## config.mk

```make
export PLATFORM = sky130hd
export DESIGN_NAME = indexed_char_deque_buffer_core
export DESIGN_NICKNAME = d
export VERILOG_FILES = /design/src/rtl/core/icdb_pkg.sv /design/src/rtl/core/icdb_ctrl.sv /design/src/rtl/core/icdb_dpath.sv /design/src/rtl/core/indexed_char_deque_buffer_core.sv
export SDC_FILE = /design/constraint.sdc
export NUM_CORES = 2
export LEC_CHECK = 0
export ABC_CLOCK_PERIOD_IN_PS = 5020
export BUFFER_PORTS_ARGS = -buffer_cell sky130_fd_sc_hd__buf_2
export CORE_MARGIN = 2
export CORE_UTILIZATION = 30
export DETAILED_ROUTE_END_ITERATION = 10
export SETUP_SLACK_MARGIN = 0.1
export SLEW_MARGIN = 15
export SYNTH_ARGS = -nofsm -noshare
export SYNTH_HDL_FRONTEND = slang
export SYNTH_SLANG_ARGS = --single-unit
export TNS_END_PERCENT = 10
```

## constraint.sdc

```tcl
create_clock -name clk -period 5.02 [get_ports clk]
set_input_delay 0.251 -clock clk [delete_from_list [all_inputs] [get_ports clk]]
set_output_delay 0.251 -clock clk [all_outputs]
set_load 0.01 [all_outputs]
```

## src/rtl/core/icdb_pkg.sv

```systemverilog
// shared types and constants for the indexed byte deque
package icdb_pkg;

  // field widths
  localparam int CMD_W  = 3;
  localparam int IDX_W  = 6;
  localparam int CHAR_W = 8;
  localparam int LEN_W  = 7;
  localparam int ST_W   = 2;

  // capacity register value after reset
  localparam logic [LEN_W-1:0] CAP_RESET = 7'd64;

  // command codes
  localparam logic [CMD_W-1:0] CMD_INSERT     = 3'd0;
  localparam logic [CMD_W-1:0] CMD_ERASE      = 3'd1;
  localparam logic [CMD_W-1:0] CMD_PUSH_FRONT = 3'd2;
  localparam logic [CMD_W-1:0] CMD_POP_FRONT  = 3'd3;
  localparam logic [CMD_W-1:0] CMD_PUSH_BACK  = 3'd4;
  localparam logic [CMD_W-1:0] CMD_POP_BACK   = 3'd5;

  // result status codes
  localparam logic [ST_W-1:0] ST_OK    = 2'd0;
  localparam logic [ST_W-1:0] ST_FULL  = 2'd1;
  localparam logic [ST_W-1:0] ST_EMPTY = 2'd2;
  localparam logic [ST_W-1:0] ST_INDEX = 2'd3;

  // controller to datapath commands
  typedef struct packed {
    logic load;   // capture the incoming command
    logic exec;   // apply the captured command and load the result
  } ctl_t;

endpackage

```

## src/rtl/core/icdb_ctrl.sv

```systemverilog
// controller state machine: input capture, execute step, result valid
module icdb_ctrl (
  input  logic            clk,
  input  logic            rst_n,
  input  logic            in_valid,
  output logic            in_stall,
  output logic            out_valid,
  input  logic            out_stall,
  output icdb_pkg::ctl_t  ctl
);

  typedef enum logic {
    S_IDLE,
    S_EXEC
  } state_t;

  state_t state_r, state_nxt;
  logic   out_valid_r, out_valid_nxt;

  // handshake and command decode
  assign in_stall  = (state_r == S_EXEC);
  assign out_valid = out_valid_r;
  assign ctl.load  = in_valid && (state_r == S_IDLE);
  assign ctl.exec  = (state_r == S_EXEC) && (!out_valid_r || !out_stall);

  // next state and result valid
  always_comb begin
    state_nxt     = state_r;
    out_valid_nxt = out_valid_r;
    if (out_valid_r && !out_stall) begin
      out_valid_nxt = 1'b0;
    end
    unique case (state_r)
      S_IDLE: begin
        if (ctl.load) begin
          state_nxt = S_EXEC;
        end
      end
      S_EXEC: begin
        if (ctl.exec) begin
          state_nxt     = S_IDLE;
          out_valid_nxt = 1'b1;
        end
      end
      default: state_nxt = S_IDLE;
    endcase
  end

  always_ff @(posedge clk) begin
    if (!rst_n) begin
      state_r     <= S_IDLE;
      out_valid_r <= 1'b0;
    end else begin
      state_r     <= state_nxt;
      out_valid_r <= out_valid_nxt;
    end
  end

  // a captured command is always followed by its execute step
  a_load_to_exec: assert property (@(posedge clk) disable iff (!rst_n)
    ctl.load |=> (state_r == S_EXEC))
    else $error("captured command did not enter execute");

  // execute never overwrites a result that is still waiting
  a_no_overwrite: assert property (@(posedge clk) disable iff (!rst_n)
    (state_r == S_EXEC && out_valid_r && out_stall) |=> (state_r == S_EXEC))
    else $error("command left execute while result was stalled");

  // execute publishes a result and frees the input side
  a_exec_result: assert property (@(posedge clk) disable iff (!rst_n)
    ctl.exec |=> (out_valid_r && state_r == S_IDLE))
    else $error("execute step did not produce a result");

  // capture and execute never happen together
  a_load_exec_excl: assert property (@(posedge clk) disable iff (!rst_n)
    !(ctl.load && ctl.exec))
    else $error("capture and execute in the same cycle");

endmodule

```

## src/rtl/core/icdb_dpath.sv

```systemverilog
// datapath: shifting byte cells, length and capacity registers, result registers
module icdb_dpath #(
  parameter int DEPTH = 64
) (
  input  logic                          clk,
  input  logic                          rst_n,
  input  icdb_pkg::ctl_t                ctl,
  input  logic [icdb_pkg::CMD_W-1:0]    in_cmd,
  input  logic [icdb_pkg::IDX_W-1:0]    in_char_index,
  input  logic [icdb_pkg::CHAR_W-1:0]   in_char_in,
  input  logic                          cfg_we,
  input  logic [icdb_pkg::LEN_W-1:0]    cfg_capacity,
  output logic [icdb_pkg::CHAR_W-1:0]   out_char_out,
  output logic [icdb_pkg::LEN_W-1:0]    out_length_now,
  output logic [icdb_pkg::ST_W-1:0]     out_status
);

  localparam int LEN_W  = icdb_pkg::LEN_W;
  localparam int CHAR_W = icdb_pkg::CHAR_W;
  localparam int AW     = (DEPTH > 1) ? $clog2(DEPTH) : 1;
  localparam int DW     = $clog2(DEPTH + 1);
  localparam int CMP_W  = (DW > LEN_W) ? DW : LEN_W;

  // byte cells
  logic [CHAR_W-1:0] slot_r   [DEPTH];
  logic [CHAR_W-1:0] slot_nxt [DEPTH];

  // captured command
  logic [icdb_pkg::CMD_W-1:0] cmd_r;
  logic [icdb_pkg::IDX_W-1:0] idx_r;
  logic [CHAR_W-1:0]          char_r;
  logic [CHAR_W-1:0]          tail_r;

  // control state
  logic [LEN_W-1:0] len_r;
  logic [LEN_W-1:0] cap_r;

  // result registers
  logic [CHAR_W-1:0]         char_out_r;
  logic [LEN_W-1:0]          len_out_r;
  logic [icdb_pkg::ST_W-1:0] status_r;

  // execute-step decode
  logic [CHAR_W-1:0]         char_nxt;
  logic [LEN_W-1:0]          len_nxt;
  logic [icdb_pkg::ST_W-1:0] status_nxt;
  logic                      do_ins;
  logic                      do_del;
  logic [LEN_W-1:0]          pos;
  logic [LEN_W-1:0]          idx_ext;
  logic [CMP_W-1:0]          cap_eff;
  logic [CMP_W-1:0]          pos_w;
  logic [CMP_W-1:0]          tail_pos;
  logic                      full;
  logic                      empty;

  assign idx_ext  = {1'b0, idx_r};
  assign cap_eff  = (CMP_W'(cap_r) > CMP_W'(DEPTH)) ? CMP_W'(DEPTH) : CMP_W'(cap_r);
  assign full     = (CMP_W'(len_r) >= cap_eff);
  assign empty    = (len_r == '0);
  assign pos_w    = CMP_W'(pos);
  assign tail_pos = CMP_W'(len_r) - CMP_W'(1);

  // command checks and cell operation select
  always_comb begin
    status_nxt = icdb_pkg::ST_OK;
    char_nxt   = '0;
    len_nxt    = len_r;
    do_ins     = 1'b0;
    do_del     = 1'b0;
    pos        = idx_ext;
    unique case (cmd_r)
      icdb_pkg::CMD_INSERT: begin
        if (full) begin
          status_nxt = icdb_pkg::ST_FULL;
        end else if (idx_ext > len_r) begin
          status_nxt = icdb_pkg::ST_INDEX;
        end else begin
          do_ins  = 1'b1;
          len_nxt = len_r + LEN_W'(1);
        end
      end
      icdb_pkg::CMD_ERASE: begin
        if (idx_ext >= len_r) begin
          status_nxt = icdb_pkg::ST_INDEX;
        end else begin
          do_del  = 1'b1;
          len_nxt = len_r - LEN_W'(1);
        end
      end
      icdb_pkg::CMD_PUSH_FRONT: begin
        pos = '0;
        if (full) begin
          status_nxt = icdb_pkg::ST_FULL;
        end else begin
          do_ins  = 1'b1;
          len_nxt = len_r + LEN_W'(1);
        end
      end
      icdb_pkg::CMD_POP_FRONT: begin
        pos = '0;
        if (empty) begin
          status_nxt = icdb_pkg::ST_EMPTY;
        end else begin
          do_del   = 1'b1;
          char_nxt = slot_r[0];
          len_nxt  = len_r - LEN_W'(1);
        end
      end
      icdb_pkg::CMD_PUSH_BACK: begin
        pos = len_r;
        if (full) begin
          status_nxt = icdb_pkg::ST_FULL;
        end else begin
          do_ins  = 1'b1;
          len_nxt = len_r + LEN_W'(1);
        end
      end
      icdb_pkg::CMD_POP_BACK: begin
        if (empty) begin
          status_nxt = icdb_pkg::ST_EMPTY;
        end else begin
          char_nxt = tail_r;
          len_nxt  = len_r - LEN_W'(1);
        end
      end
      default: begin
        status_nxt = icdb_pkg::ST_OK;
      end
    endcase
  end

  // per-cell next value: hold, take the new byte, or shift from a neighbor
  for (genvar g = 0; g < DEPTH; g++) begin : g_cell
    localparam logic [CMP_W-1:0] POS_C = CMP_W'(g);
    logic [CHAR_W-1:0] left;
    logic [CHAR_W-1:0] right;
    if (g == 0) begin : g_first
      assign left = char_r;
    end else begin : g_mid_l
      assign left = slot_r[g-1];
    end
    if (g == DEPTH - 1) begin : g_last
      assign right = '0;
    end else begin : g_mid_r
      assign right = slot_r[g+1];
    end
    assign slot_nxt[g] = (do_ins && pos_w == POS_C) ? char_r :
                         (do_ins && pos_w <  POS_C) ? left   :
                         (do_del && pos_w <= POS_C) ? right  : slot_r[g];
  end

  // byte cells, captured command and result registers (no reset)
  always_ff @(posedge clk) begin
    if (ctl.load) begin
      cmd_r  <= in_cmd;
      idx_r  <= in_char_index;
      char_r <= in_char_in;
      tail_r <= slot_r[tail_pos[AW-1:0]];
    end
    if (ctl.exec) begin
      slot_r     <= slot_nxt;
      char_out_r <= char_nxt;
      len_out_r  <= len_nxt;
      status_r   <= status_nxt;
    end
  end

  // length and capacity
  always_ff @(posedge clk) begin
    if (!rst_n) begin
      len_r <= '0;
      cap_r <= icdb_pkg::CAP_RESET;
    end else begin
      if (ctl.exec) begin
        len_r <= len_nxt;
      end
      if (cfg_we) begin
        cap_r <= cfg_capacity;
      end
    end
  end

  assign out_char_out   = char_out_r;
  assign out_length_now = len_out_r;
  assign out_status     = status_r;

endmodule

```

## src/rtl/core/indexed_char_deque_buffer_core.sv

```systemverilog
// Indexed byte deque: gap-free byte buffer with insert/erase at an index and
// push/pop at both ends.
// Input channel (in_valid / in_stall): one command per transfer, with in_cmd,
// in_char_index and in_char_in. Result channel (out_valid / out_stall): one
// result per command, with the popped byte (zero unless a pop succeeded), the
// length after the command and a status (ok, full, empty, bad index). A failed
// command leaves the buffer unchanged.
// Configuration (cfg_valid / cfg_ready): writes the capacity register, always
// ready; the usable capacity is the smaller of the register and DEPTH. Write
// it only while no command is in flight.
// Sequence: a command has a capture step for the command and the tail byte,
// then an execute step where every cell shifts at once. The result register
// is loaded at the end of execute; in_stall holds off the next command until
// then. A stalled result holds in the output register while the next command
// is captured; that command waits in execute until the result is taken.
// Reset: length zero, capacity 64, no result pending; cell contents are left
// as they are and never read before being written.
module indexed_char_deque_buffer_core #(
  parameter int DEPTH = 64
) (
  input  logic                          clk,
  input  logic                          rst_n,
  input  logic                          in_valid,
  output logic                          in_stall,
  input  logic [icdb_pkg::CMD_W-1:0]    in_cmd,
  input  logic [icdb_pkg::IDX_W-1:0]    in_char_index,
  input  logic [icdb_pkg::CHAR_W-1:0]   in_char_in,
  output logic                          out_valid,
  input  logic                          out_stall,
  output logic [icdb_pkg::CHAR_W-1:0]   out_char_out,
  output logic [icdb_pkg::LEN_W-1:0]    out_length_now,
  output logic [icdb_pkg::ST_W-1:0]     out_status,
  input  logic                          cfg_valid,
  output logic                          cfg_ready,
  input  logic [icdb_pkg::LEN_W-1:0]    cfg_capacity
);

  icdb_pkg::ctl_t ctl;

  // configuration writes are always taken
  assign cfg_ready = 1'b1;

  icdb_ctrl u_ctrl (
    .clk       (clk),
    .rst_n     (rst_n),
    .in_valid  (in_valid),
    .in_stall  (in_stall),
    .out_valid (out_valid),
    .out_stall (out_stall),
    .ctl       (ctl)
  );

  icdb_dpath #(
    .DEPTH (DEPTH)
  ) u_dpath (
    .clk            (clk),
    .rst_n          (rst_n),
    .ctl            (ctl),
    .in_cmd         (in_cmd),
    .in_char_index  (in_char_index),
    .in_char_in     (in_char_in),
    .cfg_we         (cfg_valid && cfg_ready),
    .cfg_capacity   (cfg_capacity),
    .out_char_out   (out_char_out),
    .out_length_now (out_length_now),
    .out_status     (out_status)
  );

endmodule

```

# ---- After elaboration in Yosys (flattened, before gate mapping)
# Cells that the tools add are included.
dict set report totals {
  register_bits 570
}
dict set report classes {
  addsub 2
  n_lt_le_gt_ge 133
  n_eq_ne 68
  n_mux 225
  bitwise 2
  n_reduce_logical 332
}
# cell n
set op_table {}
lappend op_table {{$mux W8} 196}
lappend op_table {{$eq A7 B6 Y1 const B} 32}
lappend op_table {{$le A7 B6 Y1 const B} 32}
lappend op_table {{$lt A7 B6 Y1 const B} 32}
lappend op_table {{$logic_and A1 B1 Y1} 195}
lappend op_table {{$reduce_bool A3 Y1} 64}
lappend op_table {{$reduce_and A2 Y1} 64}
lappend op_table {{$eq A7 B5 Y1 const B} 16}
lappend op_table {{$le A7 B5 Y1 const B} 16}
lappend op_table {{$lt A7 B5 Y1 const B} 16}
lappend op_table {{$eq A7 B4 Y1 const B} 8}
lappend op_table {{$le A7 B4 Y1 const B} 8}
lappend op_table {{$lt A7 B4 Y1 const B} 8}
lappend op_table {{$bmux W8 S6} 1}
lappend op_table {{$mux W7} 6}
lappend op_table {{$eq A7 B3 Y1 const B} 4}
lappend op_table {{$le A7 B3 Y1 const B} 4}
lappend op_table {{$lt A7 B3 Y1 const B} 4}
lappend op_table {{$pmux W7 S4} 1}
lappend op_table {{$pmux W8 S2} 1}
lappend op_table {{$eq A7 B2 Y1 const B} 2}
lappend op_table {{$le A7 B1 Y1 const B} 2}
lappend op_table {{$le A7 B2 Y1 const B} 2}
lappend op_table {{$logic_not A7 Y1} 2}
lappend op_table {{other kinds (24)} 46}

# ---- Depth between registers and ports, before layout
dict set report depth {
  word_depth 8
  ltp_mapped 16
  ltp_nobuf 11
}

# ---- Hierarchy
# Synthesis repeated with hierarchy kept, for this count alone.
dict set report unflattened {
  hier_cells 3122
  hier_area_um2 35191.3
}
# mod instances cells_each area_per_inst_um2 seq_area_each_um2
set by_module_without_submodules {}
lappend by_module_without_submodules {icdb_dpath 1 3112 35098.7 16916.2}
lappend by_module_without_submodules {icdb_ctrl 1 8 81.3 40.0}
lappend by_module_without_submodules {indexed_char_deque_buffer_core 1 2 11.3 0.0}

# ---- Worst setup path before layout
# OpenSTA, ideal clock, no wires.
dict set report synth_timing {
  path_kind {register to register}
  startpoint {reg u_dpath.len_r[0]}
  endpoint {reg u_dpath.slot_r (netlist bit u_dpath.g_cell[21].right[0]) (enable)}
  setup_time_ns 0.419
  arrival_time_ns 4.786
  required_time_ns 4.601
  setup_slack_ns -0.186
  stages_incl_launch_ff 15
  n_path_buf 6
  path_cell_list {dfxtp_1 buf_2 buf_2 buf_1 clkbuf_1 inv_1 ha_1 nand2b_1 a31oi_1 o21ai_0 buf_2 nor2_4 o21ai_0 clkbuf_1 a2111oi_0}
}
dict set report synth_between {
  elab_chain_cells 7
  word_cells_on_any_way 20
}
# element line
set synth_lines {}
lappend synth_lines {{start: declaration} icdb_dpath.sv:35} ;# logic [LEN_W-1:0] len_r;
lappend synth_lines {{start signal: assignment} icdb_dpath.sv:176} ;# len_r <= len_nxt;
lappend synth_lines {{$gt A6 B7 Y1} icdb_dpath.sv:76} ;# end else if (idx_ext > len_r) begin
lappend synth_lines {{$mux W1} icdb_dpath.sv:76}
lappend synth_lines {{$mux W1} icdb_dpath.sv:74} ;# if (full) begin
lappend synth_lines {{$pmux W1 S2} icdb_dpath.sv:72} ;# unique case (cmd_r)
lappend synth_lines {{$logic_and A1 B1 Y1, on equally long branches} {icdb_dpath.sv:149, icdb_dpath.sv:148}}
lappend synth_lines {{$reduce_bool A3 Y1 (no line) (*)} n/a}
lappend synth_lines {{$reduce_and A2 Y1 (no line) (*)} n/a}
lappend synth_lines {{end signal: assignment} icdb_dpath.sv:162} ;# slot_r <= slot_nxt;
lappend synth_lines {{end: declaration} icdb_dpath.sv:25} ;# logic [CHAR_W-1:0] slot_r [DEPTH];
# Mark *: on every way between the ends. The rest lies on a longest branch, timed or not.
# A chain may end at the register's enable or synchronous reset.

==> results by group <==
Logic synthesis
  • Most numerous cell in the Yosys netlist: edfxtp_1
  • Mapped Cells: 3196
  • Synth top area cells: edfxtp_1, mux4_2, mux2i_1
  • Cell taking the most area after synthesis: edfxtp_1
  • Post-synth EDFFs: roughly 550
  • Mapped cell area: roughly 34000 um2
  • Number of synthesized register bits: 570
  • Syn Nets: 3240
  • Number of synthesis warnings: 0
  • Post-synth ARST share: 0%
  • Sequential share of the synthesized area: between 40% and 50%
  • Top post-synthesis cells by count: edfxtp_1, nand2_1, nor2_1
  • Synth cell types: 85
  • Mapped Avg Cell Area: 10.8 um2
  • Area share of the largest cell type after synthesis: roughly half
  • Most used DFF post-synth: edfxtp_1

Power
  • Net Switching: about 4 mW
  • Clock network power share: 36.5%
  • Power Density: between 300 and 400 nW/um2
  • Sequential power share: between 40% and 50%
  • Peak VDD IR: approximately 0.22 mV
  • Final total power: 13.7 mW
  • Leakage power: 13.8 nW
  • Comb power frac: a little over a fifth
  • Sw frac: about 30%
  • Int Pwr: 9.64 mW

Die
  • Die Footprint: 117000 um2
  • Ports: a little under 50
  • Die height: about 340 um
  • Die W: about 340 um
  • Starting Density: between 30 and 40%
  • Core area: approximately 110000 um2
  • Cell row count: ~120

Flow run
  • Max Cap Viol: 0

Critical path
  • CP arrival: around 4700 ps
  • Crit Reg-Reg Endpoint: u_dpath.g_cell[31].right[1]
  • Worst EP required: 5350 ps
  • CP cell instances: inv_1, ha_1, nand4b_1, o32a_1, o21a_1, nor2_4, buf_4, nand3_1, nor2_1, a21oi_1
  • CP Launch Type: flip-flop
  • R2R setup slack: around 650 ps
  • CP max FO: 61
  • Setup crit end kind: flip-flop
  • CP max stage cell: nand3_1
  • Reg2reg path depth: 10
  • Worst r2r src: u_dpath.len_r[5]
  • CP Class: reg -> reg
  • CP peak stage delay: 700 ps

Timing
  • Final hold slack: ~34 ps
  • Setup violations, final: 0
  • Slew headroom: a little under a quarter
  • Setup TNS: 0 ps
  • Worst-Margin Slew: ~1200 ps
  • Final min period: roughly 4400 ps
  • Max Freq: ~230 MHz
  • Hold Vio Cnt, Final: 0
  • Final Max Tran Viols: 0
  • Period utilisation layout: roughly 87%
  • Setup repair after global routing missed its margin: no
  • Worst setup margin: 648 ps
  • Fin Clk Skew: around 30 ps

Drt
  • Via count: 27316
  • Post-route DRC: 0
  • Pre-Repair DR Iteration Count: 10
  • Wirelength per Cell: roughly 23 um
  • Via density: 5.71
  • Drt total wl: 112 mm
  • ANT nets after route: 0
  • Iteration-0 DRC Markers: about 3200

Placed design
  • Inst Count DP: approximately 4600
  • Gpl congestion: between 0.9 and 1
  • Dpl hpwl: between 70 and 80 mm
  • Cell Area, Placed: 36700 um2
  • Pre-CTS setup slack: about 760 ps
  • I/O Buffers: 47

Cells and area
  • Area growth syn-to-layout: 13.7%
  • Final Instance Count excl. Fillers: 4785
  • Final net count: 3263
  • Layout cells sized above 1: 15.7%
  • Final Util: 34.3%
  • Diode count: 0
  • # fillers: between 10000 and 15000
  • Design Area, Final: around 39000 um2

Clocking
  • CTS sink count: 570
  • H-Tree Level Count: 3
  • Clk pin slew, worst setup/hold paths: around 60 ps
  • Post-CTS Setup Bufs: 0
  • Post-CTS Hold Buffers: 26
  • Clock Tree Buf Depth: 3
  • Clk Latency, worst-skew pair: about 630 ps
  • Root Buffer: clkbuf_16
  • CTS tree: yes
  • CTS Buf Count: 67
  • Post_cts resized: 0

GRT
  • Total track usage: a little under a fifth
  • Antenna violations before repair: 1
  • GRT overflow: 0
  • Largest net degree at the start of global routing: 87
  • Vias in the first global route: ~26000
  • First-pass GRT wire length: between 150 and 200 mm

Outcome
  • Status: complete, no violations

Min path
  • Hold Path Class: in -> reg
  • Hold Path End: u_dpath.cap_r[6]
  • Hold path cells: 2
  • Hold_sp: rst_n
layout by cell type (no fill, tap or decap), types with 8 or more instances in the layout:
master	instances
dlygate4sd3_1	26
dfxtp_1	15
a31oi_1	132
a22oi_1	15
inv_1	39
xnor2_1	9
clkinv_2	9
or3_1	11
buf_4	136
nor2_1	406
clkbuf_16	70
ha_1	14
nor2b_1	20
o22ai_1	92
o21ai_1	11
mux4_2	146
o21ai_0	124
and3_1	10
nor3_1	18
clkinv_1	14
a21oi_1	241
a211oi_1	42
buf_2	47
mux2i_1	297
clkbuf_1	15
nand2_1	467
o211ai_2	8
and2_1	27
nand4_1	12
nand3_1	36
a2bb2oi_1	40
a222oi_1	11
edfxtp_1	554
cell families (layout without fill, tap and decap cells):
logic type,count (synthesis),count (layout),synth area share [%]
xor+xnor,14,14,0.356
fa+ha+maj,15,15,0.545
simple gates,1061,1061,13.1
other cells,1,1,0.0109
mux,443,443,18.2
buf+inv,297,374,3.58
compound gates,795,795,14.9
flops,570,570,49.3
power groups by stage:
stage	combinational [mW]	sequential, mW	clock [mW]
2_1_floorplan	1.96	5.76	0
3_3_place_gp	2.84	5.84	0
3_5_place_dp	2.87	5.84	0
5_1_grt	3.13	5.77	5.24
6_report	2.95	5.75	5.01
4_1_cts	2.90	5.75	5.07
state kept, by name, summed over array words and instances (netlist names):
| signal | count |
|---|---|
| u_dpath.g_cell.right | 488 |
| u_dpath.g_cell.left | 24 |
| u_dpath.char_r | 8 |
| u_dpath.out_char_out | 8 |
| u_dpath.tail_r | 8 |
| u_dpath.cap_r | 7 |
| u_dpath.len_r | 7 |
| u_dpath.out_length_now | 7 |
| u_dpath.idx_r | 6 |
| u_dpath.cmd_r | 3 |
| u_dpath.out_status | 2 |
| u_ctrl.in_stall | 1 |
| u_ctrl.out_valid | 1 |
worst max-delay path: cells and delay by family, from the launching register on:
family / cells / cell delay, ps
DFF: 1 / 620
adders and majority gates: 1 / 330
buffers and inverters: 2 / 820
AOI/OAI and AO/OA: 3 / 870
and+or+nand+nor: 4 / 1420
layout make-up:
type                            count  area (um2)  share of cell area (%)
Tap cell                         1512        1890                    4.83
Sequential cell                   570       17000                    43.3
Clock buffer                       88        1850                    4.72
Inverter                           39         146                   0.374
Timing Repair Buffer              212        1580                    4.03
Clock inverter                     35         374                   0.956
Multi-Input combinational cell   2329       16300                    41.8
metal layers:
layer	global-route usage (%)	part of all wire, %	vias to the layer above
met1	26.2	42	13519
met2	29.3	45	1438
met3	2.95	9.2	191
met5	0	0.013	-
met4	6.82	3.2	2
li1	-	-	12166
worst max-delay path by stage:
stage | startpoint | to | cells past startpoint
global placement | u_dpath.len_r[5] | u_dpath.g_cell[31].right[0] | 10
finish | u_dpath.len_r[5] | u_dpath.g_cell[31].right[1] | 10
detailed placement | u_dpath.len_r[5] | u_dpath.g_cell[31].right[1] | 10
floorplan | u_dpath.len_r[0] | u_dpath.g_cell[21].right[0] | 14
global route | u_dpath.len_r[5] | u_dpath.g_cell[31].right[7] | 10
CTS | u_dpath.len_r[5] | u_dpath.g_cell[31].right[1] | 10
Power figures use the tool's default switching activity.
